===== src/design/qped_pkg.sv =====
// shared types, character codes and helper functions for the query parameter decoder
package qped_pkg;

  localparam int KEY_W = 64;
  localparam int KLEN_W = 4;
  localparam int OQ_DEPTH = 4;
  localparam int OQ_AW = 2;
  localparam int OQ_CW = 3;

  localparam logic [7:0] CH_PCT = 8'h25;
  localparam logic [7:0] CH_PLUS = 8'h2B;
  localparam logic [7:0] CH_AMP = 8'h26;
  localparam logic [7:0] CH_SPACE = 8'h20;
  localparam logic [4:0] HEX_BAD = 5'd20;

  localparam logic CFG_KEY_CHARS = 1'b0;
  localparam logic CFG_KEY_LENGTH = 1'b1;

  typedef enum logic [1:0] {
    PH_SEARCH = 2'd0,
    PH_EMIT = 2'd1,
    PH_DONE = 2'd2
  } phase_t;

  typedef struct packed {
    logic [7:0] out_byte;
    logic       byte_valid;
    logic       key_found;
    logic       value_last;
  } res_t;

  typedef struct packed {
    logic [1:0] cnt;
    res_t       r0;
    res_t       r1;
  } res_set_t;

  function automatic logic [4:0] hex_val(logic [7:0] c);
    logic [4:0] v;
    if (c >= 8'h30 && c <= 8'h39) begin
      v = 5'(c - 8'h30);
    end else if (c >= 8'h61 && c <= 8'h66) begin
      v = 5'(c - 8'h57);
    end else if (c >= 8'h41 && c <= 8'h46) begin
      v = 5'(c - 8'h37);
    end else begin
      v = HEX_BAD;
    end
    return v;
  endfunction

  function automatic logic [7:0] plus_map(logic [7:0] c);
    return (c == CH_PLUS) ? CH_SPACE : c;
  endfunction

  function automatic res_t val_res(logic [7:0] b, logic last);
    res_t r;
    r.out_byte = b;
    r.byte_valid = 1'b1;
    r.key_found = 1'b1;
    r.value_last = last;
    return r;
  endfunction

  function automatic res_set_t put_res(res_set_t s, res_t r);
    res_set_t o;
    o = s;
    if (s.cnt == 2'd0) begin
      o.r0 = r;
      o.cnt = 2'd1;
    end else if (s.cnt == 2'd1) begin
      o.r1 = r;
      o.cnt = 2'd2;
    end
    return o;
  endfunction

  // close the value: flush held escape bytes, mark the last result, or push an empty last result
  function automatic res_set_t term_res(res_set_t s, logic [1:0] pc, logic [7:0] pd);
    res_set_t o;
    res_t e;
    o = s;
    e = '0;
    if (pc == 2'd1) begin
      o = put_res(o, val_res(CH_PCT, 1'b1));
    end else if (pc == 2'd2) begin
      o = put_res(o, val_res(CH_PCT, 1'b0));
      o = put_res(o, val_res(plus_map(pd), 1'b1));
    end else if (s.cnt == 2'd1) begin
      o.r0.value_last = 1'b1;
    end else if (s.cnt == 2'd2) begin
      o.r1.value_last = 1'b1;
    end else begin
      e.key_found = 1'b1;
      e.value_last = 1'b1;
      o = put_res(o, e);
    end
    return o;
  endfunction

endpackage


===== src/design/query_param_extract_decode_core.sv =====
// top level of the query parameter extractor with url percent decoding
// Takes one query string byte per cycle: the key window compare and the escape
// decode finish in the cycle the byte is taken, and results enter a four-entry
// queue in front of the output. The input is ready whenever that queue has room
// for two results, so a byte a cycle is sustained while the output drains; a
// byte that yields two results (a bad escape or a value closed with a held
// escape) pushes both into the queue at once. Write configuration only while idle.
module query_param_extract_decode_core #(
  parameter int MAX_KEY = 8
) (
  input  logic                       clk,
  input  logic                       rst,
  input  logic                       s_axis_tvalid,
  output logic                       s_axis_tready,
  input  logic [7:0]                 s_axis_tdata,   // in_char
  input  logic                       s_axis_tuser,   // char_present
  input  logic                       s_axis_tlast,   // string_end
  output logic                       m_axis_tvalid,
  input  logic                       m_axis_tready,
  output logic [7:0]                 m_axis_tdata,   // out_byte
  output logic [1:0]                 m_axis_tuser,   // byte_valid, key_found
  output logic                       m_axis_tlast,   // value_last
  input  logic                       cfg_we,
  input  logic                       cfg_index,
  input  logic [qped_pkg::KEY_W-1:0] cfg_data
);

  localparam int LW = $clog2(MAX_KEY + 1);

  logic [qped_pkg::KEY_W-1:0]  key_chars;
  logic [qped_pkg::KLEN_W-1:0] key_length;
  logic [LW-1:0]               len;
  logic                        accept;
  logic                        shift;
  logic                        hit;
  logic                        room;
  qped_pkg::res_set_t          res;
  qped_pkg::res_t              head;

  always_ff @(posedge clk) begin
    if (rst) begin
      key_chars <= '0;
      key_length <= qped_pkg::KLEN_W'(1);
    end else if (cfg_we) begin
      case (cfg_index)
        qped_pkg::CFG_KEY_CHARS: key_chars <= cfg_data;
        qped_pkg::CFG_KEY_LENGTH: key_length <= cfg_data[qped_pkg::KLEN_W-1:0];
        default: key_chars <= key_chars;
      endcase
    end
  end

  assign len = (key_length > qped_pkg::KLEN_W'(MAX_KEY)) ? LW'(MAX_KEY) : LW'(key_length);
  assign s_axis_tready = room;
  assign accept = s_axis_tvalid && s_axis_tready;

  qped_window #(
    .MAX_KEY(MAX_KEY),
    .LW(LW)
  ) u_window (
    .clk(clk),
    .rst(rst),
    .shift(shift),
    .clear(accept && s_axis_tlast),
    .in_char(s_axis_tdata),
    .key_chars(key_chars),
    .len(len),
    .hit(hit)
  );

  qped_decode u_decode (
    .clk(clk),
    .rst(rst),
    .accept(accept),
    .in_char(s_axis_tdata),
    .char_present(s_axis_tuser),
    .string_end(s_axis_tlast),
    .len_zero(key_length == '0),
    .hit(hit),
    .shift(shift),
    .res(res)
  );

  qped_outq u_outq (
    .clk(clk),
    .rst(rst),
    .push(res),
    .pop(m_axis_tvalid && m_axis_tready),
    .head(head),
    .head_valid(m_axis_tvalid),
    .room(room)
  );

  assign m_axis_tdata = head.out_byte;
  assign m_axis_tuser = {head.key_found, head.byte_valid};
  assign m_axis_tlast = head.value_last;

endmodule


===== src/design/qped_window.sv =====
// sliding byte window and key compare for the search phase
module qped_window #(
  parameter int MAX_KEY = 8,
  parameter int LW = $clog2(MAX_KEY + 1)
) (
  input  logic                     clk,
  input  logic                     rst,
  input  logic                     shift,
  input  logic                     clear,
  input  logic [7:0]               in_char,
  input  logic [qped_pkg::KEY_W-1:0] key_chars,
  input  logic [LW-1:0]            len,
  output logic                     hit
);

  logic [7:0]    win [MAX_KEY];
  logic [7:0]    win_next [MAX_KEY];
  logic [LW-1:0] fill;
  logic [LW-1:0] fill_next;
  logic [2:0]    kidx;

  always_comb begin
    win_next[0] = in_char;
    for (int i = 1; i < MAX_KEY; i++) begin
      win_next[i] = win[i-1];
    end
    fill_next = (fill == LW'(MAX_KEY)) ? fill : fill + LW'(1);
    hit = (fill_next >= len);
    kidx = '0;
    // newest byte pairs with the last key byte in use
    for (int j = 0; j < MAX_KEY; j++) begin
      if (LW'(j) < len) begin
        kidx = 3'(int'(len) - 1 - j);
        if (win_next[j] != key_chars[8*kidx +: 8]) begin
          hit = 1'b0;
        end
      end
    end
  end

  always_ff @(posedge clk) begin
    if (rst || clear) begin
      fill <= '0;
      for (int i = 0; i < MAX_KEY; i++) begin
        win[i] <= '0;
      end
    end else if (shift) begin
      fill <= fill_next;
      for (int i = 0; i < MAX_KEY; i++) begin
        win[i] <= win_next[i];
      end
    end
  end

endmodule


===== src/design/qped_decode.sv =====
// phase tracking and percent/plus decoding of the value bytes
module qped_decode (
  input  logic                clk,
  input  logic                rst,
  input  logic                accept,
  input  logic [7:0]          in_char,
  input  logic                char_present,
  input  logic                string_end,
  input  logic                len_zero,
  input  logic                hit,
  output logic                shift,
  output qped_pkg::res_set_t  res
);

  qped_pkg::phase_t   phase, phase_next;
  logic [1:0]         pc, pc_next;
  logic [7:0]         pd, pd_next;
  qped_pkg::res_set_t s;
  logic [4:0]         ha, hb;
  logic [7:0]         d;

  always_comb begin
    phase_next = phase;
    pc_next = pc;
    pd_next = pd;
    s = '0;
    shift = 1'b0;
    ha = qped_pkg::hex_val(pd);
    hb = qped_pkg::hex_val(in_char);
    d = pd;
    if (accept && (char_present || string_end)) begin
      if (phase_next == qped_pkg::PH_SEARCH && len_zero) begin
        phase_next = qped_pkg::PH_EMIT;
      end
      if (char_present) begin
        if (phase_next == qped_pkg::PH_SEARCH) begin
          shift = 1'b1;
          if (hit) begin
            phase_next = qped_pkg::PH_EMIT;
          end
        end else if (phase_next == qped_pkg::PH_EMIT) begin
          if (in_char == qped_pkg::CH_AMP) begin
            s = qped_pkg::term_res(s, pc_next, pd_next);
            pc_next = 2'd0;
            pd_next = '0;
            phase_next = qped_pkg::PH_DONE;
          end else begin
            if (pc_next == 2'd2) begin
              pc_next = 2'd0;
              pd_next = '0;
              if (ha != qped_pkg::HEX_BAD && hb != qped_pkg::HEX_BAD) begin
                s = qped_pkg::put_res(s, qped_pkg::val_res({ha[3:0], hb[3:0]}, 1'b0));
              end else if (d == qped_pkg::CH_PCT) begin
                // bad escape: rescan the held byte, which opens a new escape
                pc_next = 2'd1;
              end else begin
                s = qped_pkg::put_res(s, qped_pkg::val_res(qped_pkg::plus_map(d), 1'b0));
              end
            end
            if (pc_next == 2'd0 && !(s.cnt == 2'd1 && ha != qped_pkg::HEX_BAD &&
                hb != qped_pkg::HEX_BAD && pc == 2'd2)) begin
              if (in_char == qped_pkg::CH_PCT) begin
                pc_next = 2'd1;
              end else begin
                s = qped_pkg::put_res(s,
                  qped_pkg::val_res(qped_pkg::plus_map(in_char), 1'b0));
              end
            end else if (pc_next == 2'd1) begin
              pc_next = 2'd2;
              pd_next = in_char;
            end
          end
        end
      end
      if (string_end) begin
        if (phase_next == qped_pkg::PH_SEARCH) begin
          s.cnt = 2'd1;
          s.r0 = '0;
          s.r0.value_last = 1'b1;
        end else if (phase_next == qped_pkg::PH_EMIT) begin
          s = qped_pkg::term_res(s, pc_next, pd_next);
        end
        phase_next = qped_pkg::PH_SEARCH;
        pc_next = 2'd0;
        pd_next = '0;
      end
    end
    res = s;
  end

  always_ff @(posedge clk) begin
    if (rst) begin
      phase <= qped_pkg::PH_SEARCH;
      pc <= 2'd0;
      pd <= '0;
    end else begin
      phase <= phase_next;
      pc <= pc_next;
      pd <= pd_next;
    end
  end

  a_pc_range: assert property (@(posedge clk) disable iff (rst) pc != 2'd3)
    else $error("escape hold count out of range");

  a_pc_emit_only: assert property (@(posedge clk) disable iff (rst)
    pc != 2'd0 |-> phase == qped_pkg::PH_EMIT)
    else $error("escape bytes held outside the value");

  a_pair_bytes: assert property (@(posedge clk) disable iff (rst)
    res.cnt == 2'd2 |-> res.r0.byte_valid && res.r1.byte_valid && !res.r0.value_last)
    else $error("bad result pair");

endmodule


===== src/design/qped_outq.sv =====
// four-entry result queue taking up to two results per cycle
module qped_outq (
  input  logic               clk,
  input  logic               rst,
  input  qped_pkg::res_set_t push,
  input  logic               pop,
  output qped_pkg::res_t     head,
  output logic               head_valid,
  output logic               room
);

  qped_pkg::res_t               mem [qped_pkg::OQ_DEPTH];
  logic [qped_pkg::OQ_AW-1:0]   wp, rp;
  logic [qped_pkg::OQ_CW-1:0]   count;

  assign head = mem[rp];
  assign head_valid = (count != '0);
  assign room = (count <= qped_pkg::OQ_CW'(qped_pkg::OQ_DEPTH - 2));

  always_ff @(posedge clk) begin
    if (push.cnt != 2'd0) begin
      mem[wp] <= push.r0;
    end
    if (push.cnt == 2'd2) begin
      mem[wp + qped_pkg::OQ_AW'(1)] <= push.r1;
    end
  end

  always_ff @(posedge clk) begin
    if (rst) begin
      wp <= '0;
      rp <= '0;
      count <= '0;
    end else begin
      wp <= wp + qped_pkg::OQ_AW'(push.cnt);
      rp <= rp + qped_pkg::OQ_AW'(pop);
      count <= count + qped_pkg::OQ_CW'(push.cnt) - qped_pkg::OQ_CW'(pop);
    end
  end

endmodule


===== config.mk =====
export PLATFORM = sky130hd
export DESIGN_NAME = query_param_extract_decode_core
export DESIGN_NICKNAME = d
export VERILOG_FILES = /design/src/design/qped_pkg.sv /design/src/design/query_param_extract_decode_core.sv /design/src/design/qped_window.sv /design/src/design/qped_decode.sv /design/src/design/qped_outq.sv
export SDC_FILE = /design/constraint.sdc
export NUM_CORES = 1
export LEC_CHECK = 0
export BUFFER_PORTS_ARGS = -buffer_cell sky130_fd_sc_hd__buf_2
export CAP_MARGIN = 0
export CORE_MARGIN = 2
export CORE_UTILIZATION = 26
export CTS_CLUSTER_SIZE = 30
export DETAILED_ROUTE_END_ITERATION = 8
export MAX_ROUTING_LAYER = met4
export PLACE_DENSITY = 0.49
export REMOVE_ABC_BUFFERS = 1
export SLEW_MARGIN = 40
export SYNTH_ARGS = -nofsm -noshare
export SYNTH_HDL_FRONTEND = slang
export SYNTH_SLANG_ARGS = --single-unit

===== constraint.sdc =====
create_clock -name clk -period 5.6 [get_ports clk]
set_clock_uncertainty 0.1 [all_clocks]
set_input_delay 0.28 -clock clk [delete_from_list [all_inputs] [get_ports clk]]
set_output_delay 0.28 -clock clk [all_outputs]
set_load 0.005 [all_outputs]

==> run summary, run 1 <==
design area: 0.01737 mm²
CP Capture Type: flip-flop
Post-CTS Setup Inserts: 0
number of cells on the worst hold path: 2
first-pass GRT wire length: 80460 µm
vias: 13178
Main synth FF type: edfxtp_1
power density cells: 247.3 mW/mm²
Post-Syn Area: 0.01451 mm²
RSZ-0062 raised after global routing: false
Crit Path Max Fanout: 10
placed cell area: 0.01606 mm²
part of the Yosys area used for sequential elements: 33.24%
die height: 240.3 µm
Yosys warnings: 0
WP data required: 5.88 ns
FF-to-FF End: u_outq.count[2]
startpoint types: flip-flop
commonest non-fill, non-tap cell in the layout: nand2_1
clk_lat worst skew: 0.51 ns
CTS buffer count: 17
multiplexer area fraction after synthesis: 16.09%
XOR/XNOR Fraction of Synth Area: 5.905%
vias in the first global route: 12695
GR Util All Layers: 19.18%
die outline width: 240.3 µm
Compound-Gate Fraction of Synth Area: 17.97%
distinct cell type count after synthesis: 98
Starting Density: 26.34%
Iteration-0 DRC Markers: 1222
Core Area: 0.05509 mm²
Critical Path AT: 5.46 ns
drt drc: 0
Synth Area in Simple Gates: 18.77%
dpl hpwl: 40350 µm
Post-Synth Adder-Cell Area: 2.810%
die area: 0.05773 mm²
Hold/Removal Path Class: in2reg
Leak: 6.567 nW
final hold slack: 0.08890 ns
wire per inst: 21.33 µm
commonest non-fill, non-tap cells in the layout: 207 x nand2_1, 117 x a21oi_1, 111 x mux2i_1, 100 x edfxtp_1, 91 x buf_2
routed wire length: 52950 µm
H-tree Lvls: 4
Pre-antenna DRT Iters: 5
GP Congestion: 0.9531
clk root buf: clkbuf_16
worst-margin pin slew: 0.6961 ns
Yosys reg bits: 191
P&R area growth vs syn: 19.68%
ys async rst share: 0%
EDFF count, synth: 100
Setup CP Type: reg2reg
gr ovfl total: 0
Rel. slew slack: 53.54%
row cnt: 86
MaxCap Viol Count: 0
Worst Reg-to-Reg Cells: 20
antenna violations before repair: 1
Mapped Avg Cell Area: 9.233 µm²
Final setup viols: 0
Fmax: 0.1931 GHz
worst reg-to-reg setup slack: 0.42 ns
layout cells sized above 1: 18.35%
main combinational cell family by area after synthesis: simple AND/OR/NAND/NOR gates
TritonCTS clock tree: done
hold path endpoint: u_decode.pc[1]
clock transition at the registers of the reported paths: 0.09 ns
DR vias/cell: 5.309
Final Hold Vio Count: 0
Final Net Count: 1832
synthesized instance count: 1572
Sink Count: 191
fin crit period: 5.180 ns
IR drop worst, VDD: 254.9 µV
status: complete, no violations
Max clock buf depth: 2
largest net degree at the start of global routing: 65
IO buf count: 92
R2R Path Start: key_length[3]
Max Slew Vio Count: 0
Final ANT Viol Nets: 0
I/O pins: 93
Hold Crit Start: rst
fin crit share: 92.49%
Power Total: 4.296 mW
[where the power goes]
group	switching [mW]	leakage, nW	internal [mW]
clock network	0.650	0.293	0.680
logic	0.671	4.51	0.537
registers	0.158	1.77	1.60
total	1.48	6.57	2.82
[flip-flops by register name, indices dropped and copies added, names as in the netlist]
register	cells
u_outq.wp	2
u_decode.pc	2
u_outq.count	3
u_outq.mem	44
u_decode.d	8
u_decode.phase	2
u_outq.rp	2
key_chars	64
key_length	4
u_window.fill	4
u_window.win	56
[worst max path at each step]
stage / start / cells past startpoint / slack, ns / to
final: key_length[3] / 20 / 0.42 / u_outq.count[2]
after global routing: u_decode.d[0] / 21 / 0.16 / u_outq.count[2]
after CTS: u_decode.d[0] / 21 / 0.29 / u_outq.count[2]
after detailed placement: u_decode.d[0] / 21 / 0.33 / u_outq.count[2]
after global placement: u_decode.d[0] / 21 / 0.45 / u_outq.count[2]
after floorplan: key_length[0] / 16 / -3.04 / u_outq.mem[0][0]
[cells by family (layout without fill, tap and decap cells)]
logic type               Yosys count  after routing
AO/OA/AOI/OAI                    381            381
XOR/XNOR                          97             97
adder cells (fa/ha/maj)           32             32
buffers and inverters            159            320
flip-flops                       191            191
multiplexers                     174            174
other                              0              1
AND/OR/NAND/NOR                  538            538
[layer usage]
metal,up-vias,part of all wire (%),track usage (%)
met5,-,0,-
li1,6119,-,-
met1,6490,45,24.65
met2,473,46,29.53
met4,0,3.2,7.265
met3,96,6.4,4.099
[cell usage after synthesis (9+ instances only)]
library cell | instances | share of area, %
a21oi_1 | 117 | 4.0
xor2_1 | 46 | 2.8
nor3_1 | 25 | 0.86
a22o_1 | 12 | 0.72
nand4_1 | 16 | 0.69
a211oi_1 | 18 | 0.93
o211ai_1 | 10 | 0.52
a31oi_1 | 18 | 0.78
mux4_2 | 43 | 6.7
nor3b_1 | 11 | 0.57
xnor2_1 | 50 | 3.0
nand3_1 | 23 | 0.79
nor2_1 | 90 | 2.3
buf_2 | 18 | 0.62
mux2i_1 | 111 | 7.7
mux2_2 | 12 | 0.93
a22oi_1 | 33 | 1.7
edfxtp_1 | 100 | 21
o22ai_1 | 26 | 1.1
or3_1 | 9 | 0.39
buf_4 | 11 | 0.57
clkbuf_1 | 59 | 1.5
o21ai_0 | 36 | 1.2
dfxtp_1 | 91 | 13
buf_1 | 12 | 0.31
nor4_1 | 11 | 0.47
nand2_1 | 208 | 5.4
ha_1 | 31 | 2.7
inv_1 | 46 | 1.2
a221oi_1 | 9 | 0.54
nor2b_1 | 17 | 0.73
nand2b_1 | 18 | 0.78
and2_1 | 62 | 2.7
[worst max-delay path, stage by stage (launching register included)]
cell      delay [ns]
dfxtp_2         0.42
nand2b_4        0.17
inv_1           0.05
ha_1            0.59
buf_4           0.27
mux4_2          0.58
xor2_1          0.18
a21oi_1         0.16
a22oi_1         0.11
o41ai_1         0.42
a32oi_1         0.22
nand4b_4        0.23
a22o_1          0.28
a41o_4          0.30
clkinv_4        0.07
ha_1            0.13
inv_1           0.04
fa_1            0.37
xnor2_1         0.18
xnor2_1         0.14
nor2_1          0.05
[metrics by stage]
stage                     setup TNS, ns  utilization [%]  instances  setup WS, ns
after detailed placement              0            29.15       2382        0.3254
after global placement                0            29.06       2381        0.4515
after floorplan                 -242.03                -       1462        -3.042
after CTS                             0            31.49       2481        0.2894
final                                 0            31.53       2482        0.4205
after global routing                  0            31.53       2482        0.1610
[cell type report]
| type | instances | area [µm²] |
|---|---|---|
| well taps | 748 | 935.9 |
| diodes | 1 | 2.502 |
| multi-input cells | 1222 | 8994 |
| flip-flops and latches | 191 | 4830 |
| clock buffers | 17 | 425.4 |
| inverters | 49 | 188.9 |
| fillers | 5899 | 37720 |
| clock inverters | 15 | 190.2 |
| repair buffers | 239 | 1804 |
[what timing repair did]
action | CTS | global route
hold endpoints to repair | 67 | 0
setup endpoints to repair | 0 | 1
gates resized for setup | 0 | 1
hold buffers | 67 | 0
No activity file was read; power rests on OpenSTA's default activity.
==> run 2, diff against run 1 <==
--- a/config.mk
+++ b/config.mk
@@ -9,6 +9,7 @@
 export CAP_MARGIN = 0
 export CORE_MARGIN = 2
 export CORE_UTILIZATION = 26
+export CTS_BUF_LIST = sky130_fd_sc_hd__clkbuf_8
 export CTS_CLUSTER_SIZE = 30
 export DETAILED_ROUTE_END_ITERATION = 8
 export MAX_ROUTING_LAYER = met4
==> run 2 against run 1 <==
Non-clock buffer count rose by 12. Sequential share of layout area rose by 0.11 points. Fmax up 0.37%. First-iteration DRC count up 7.5%. Flip-flop and latch count did not move. Count of clock-buffer cells in the layout did not move. Final cell count grew 0.48%. Total power fell by 6.5%. Die area unchanged. Critical path type unchanged. Largest cell class unchanged. Largest power group unchanged.
==> run summary, run 2 (synthesis gave the netlist of run 1 again) <==
row cnt: 86 (unchanged)
drt drc: 0 (unchanged)
worst-margin pin slew: 0.7144 ns (+0.01833 ns)
GR Util All Layers: 19.25% (+0.067 points)
final hold slack: 0.09588 ns (+0.006978 ns)
FILL cells: 5921 (+0.37%)
Fmax: 0.1938 GHz (+0.37%)
Final Net Count: 1844 (+0.66%)
DR vias/cell: 5.261 (-0.91%)
fin crit share: 92.15% (-0.34 points)
commonest non-fill, non-tap cell in the layout: nand2_1
MaxCap Viol Count: 0 (unchanged)
startpoint types: flip-flop
Sink Count: 191 (unchanged)
Power Total: 4.017 mW (-6.5%)
biggest regs: key_chars (64), u_window.win (56), u_outq.mem (44)
critical-path cell list: nand2b_4 -> inv_1 -> ha_1 -> buf_4 -> mux4_2 -> xor2_1 -> a21oi_1 -> a22oi_1 -> o41ai_1 -> a32oi_1 -> nand4b_4 -> a22o_1 -> a41o_4 -> clkinv_4 -> ha_1 -> inv_1 -> fa_1 -> xnor2_1 -> xnor2_1 -> nor2_1
gr ovfl total: 0 (unchanged)
Iteration-0 DRC Markers: 1314 (+7.5%)
clock transition at the registers of the reported paths: 0.12 ns (+0.03 ns)
die height: 240.3 µm (unchanged)
H-tree Lvls: 4 (unchanged)
WP data required: 5.99 ns (+0.11 ns)
Hold/Removal Path Class: in2reg
Final setup viols: 0 (unchanged)
Core Area: 0.05509 mm² (unchanged)
CTS buffer count: 17 (unchanged)
routed wire length: 52910 µm (about the same)
Max clock buf depth: 2 (unchanged)
Pre-antenna DRT Iters: 5 (unchanged)
Final Hold Vio Count: 0 (unchanged)
commonest non-fill, non-tap cells in the layout: 207 x nand2_1, 117 x a21oi_1, 111 x mux2i_1, 100 x edfxtp_1, 91 x buf_2
Setup TNS Final: 0 ns (unchanged)
largest net degree at the start of global routing: 65 (unchanged)
Biggest register: key_chars
die area: 0.05773 mm² (unchanged)
GP Congestion: 0.9531 (unchanged)
I/O pins: 93 (unchanged)
IO buf count: 92 (unchanged)
Leak: 6.551 nW (-0.25%)
RSZ-0062 raised after global routing: false
dpl hpwl: 40350 µm (unchanged)
Max Slew Vio Count: 0 (unchanged)
die outline width: 240.3 µm (unchanged)
Starting Density: 26.34% (unchanged)
Final ANT Viol Nets: 0 (unchanged)
antenna violations before repair: 1 (unchanged)
Post-CTS Setup Inserts: 0 (unchanged)
clk_lat worst skew: 0.60 ns (+0.09 ns)
Rel. slew slack: 52.32% (-1.2 points)
status: complete, no violations
layout cells sized above 1: 18.22% (-0.13 points)
Crit Path Max Fanout: 10 (unchanged)
CP Capture Type: flip-flop
worst reg-to-reg setup slack: 0.44 ns (+0.02 ns)
IR drop worst, VDD: 178.7 µV (-30%)
first-pass GRT wire length: 80720 µm (+0.33%)
TritonCTS clock tree: done
clk root buf: clkbuf_8
Inst Count DP: 2382 (unchanged)
power density cells: 232.2 mW/mm² (-6.1%)
Setup CP Type: reg2reg
Largest register FFs: 64 (unchanged)
vias: 13121 (-0.43%)
wire per inst: 21.21 µm (-0.55%)
P&R area growth vs syn: 19.19%
fin crit period: 5.160 ns (-0.01923 ns)
worst stage delay on the critical path: 0.60 ns (about the same)
vias in the first global route: 12759 (+0.50%)
Slowest cell on crit path: ha_1
non-filler cells in the finished layout: 2494 (+0.48%)
Critical Path AT: 5.55 ns (+0.09 ns)
## run 2: cell types whose count changed in the layout (fill, tap and decap cells not counted)
cell	delta
dlygate4sd3_1	+12
clkbuf_8	+17
clkbuf_16	-17
## run 2: final cells by class
class | instances | area [µm²] | share of cell area (%)
multi-input combinational | 1222 | 8994 | 51.99
sequential | 191 | 4830 | 27.92
timing repair buffer | 251 | 1924 | 11.12
tap | 748 | 935.9 | 5.410
clock buffer | 17 | 234.0 | 1.353
clock inverter | 15 | 190.2 | 1.099
inverter | 49 | 188.9 | 1.092
antenna | 1 | 2.502 | 0.01447
## run 2: through the flow
step                setup WS (ns)  cell area, µm²  util [%]
finish                     0.4397           17300     31.40
global route               0.1529           17300     31.40
CTS                        0.2807           17280     31.36
detailed placement         0.3254           16060     29.15
global placement           0.4515           16010     29.06
floorplan                  -3.042           13940         -
## run 2: report_power, final
part           switching [mW]  internal (mW)
clock network           0.625          0.418
registers               0.158           1.60
logic                   0.674          0.542
## run 2: what timing repair did
| item | in CTS | in global routing |
|---|---|---|
| hold buffers | 79 | 0 |
| setup endpoints to repair | 0 | 1 |
| endpoints found under the hold margin | 88 | 0 |
| resized for setup | 0 | 1 |
## run 2: metal layers
layer | vias to the layer above | GRT usage [%] | wire length (µm) | share of wire (%)
li1 | 6137 | - | - | -
met1 | 6479 | 24.79 | 24120 | 46
met2 | 403 | 29.65 | 24220 | 46
met3 | 102 | 4.007 | 2904 | 5.5
met4 | 0 | 7.303 | 1672 | 3.2
met5 | - | - | 0 | 0
## run 2: critical path: cells and delay by family, from the launching register on
kind / cells / cell delay [ns]
XOR/XNOR: 3 / 0.51
AO/OA/AOI/OAI: 6 / 1.47
multiplexers: 1 / 0.58
adder cells (fa/ha/maj): 3 / 1.10
flip-flops: 1 / 0.43
buffers and inverters: 4 / 0.43
AND/OR/NAND/NOR: 3 / 0.45
## run 2: worst paths after layout
check	start	to	cells after the start
min reg2reg	key_chars[31]	key_chars[31]	2
max	key_length[3]	u_outq.count[2]	20
max reg2reg	key_length[3]	u_outq.count[2]	20
min	m_axis_tready	u_outq.rp[0]	4
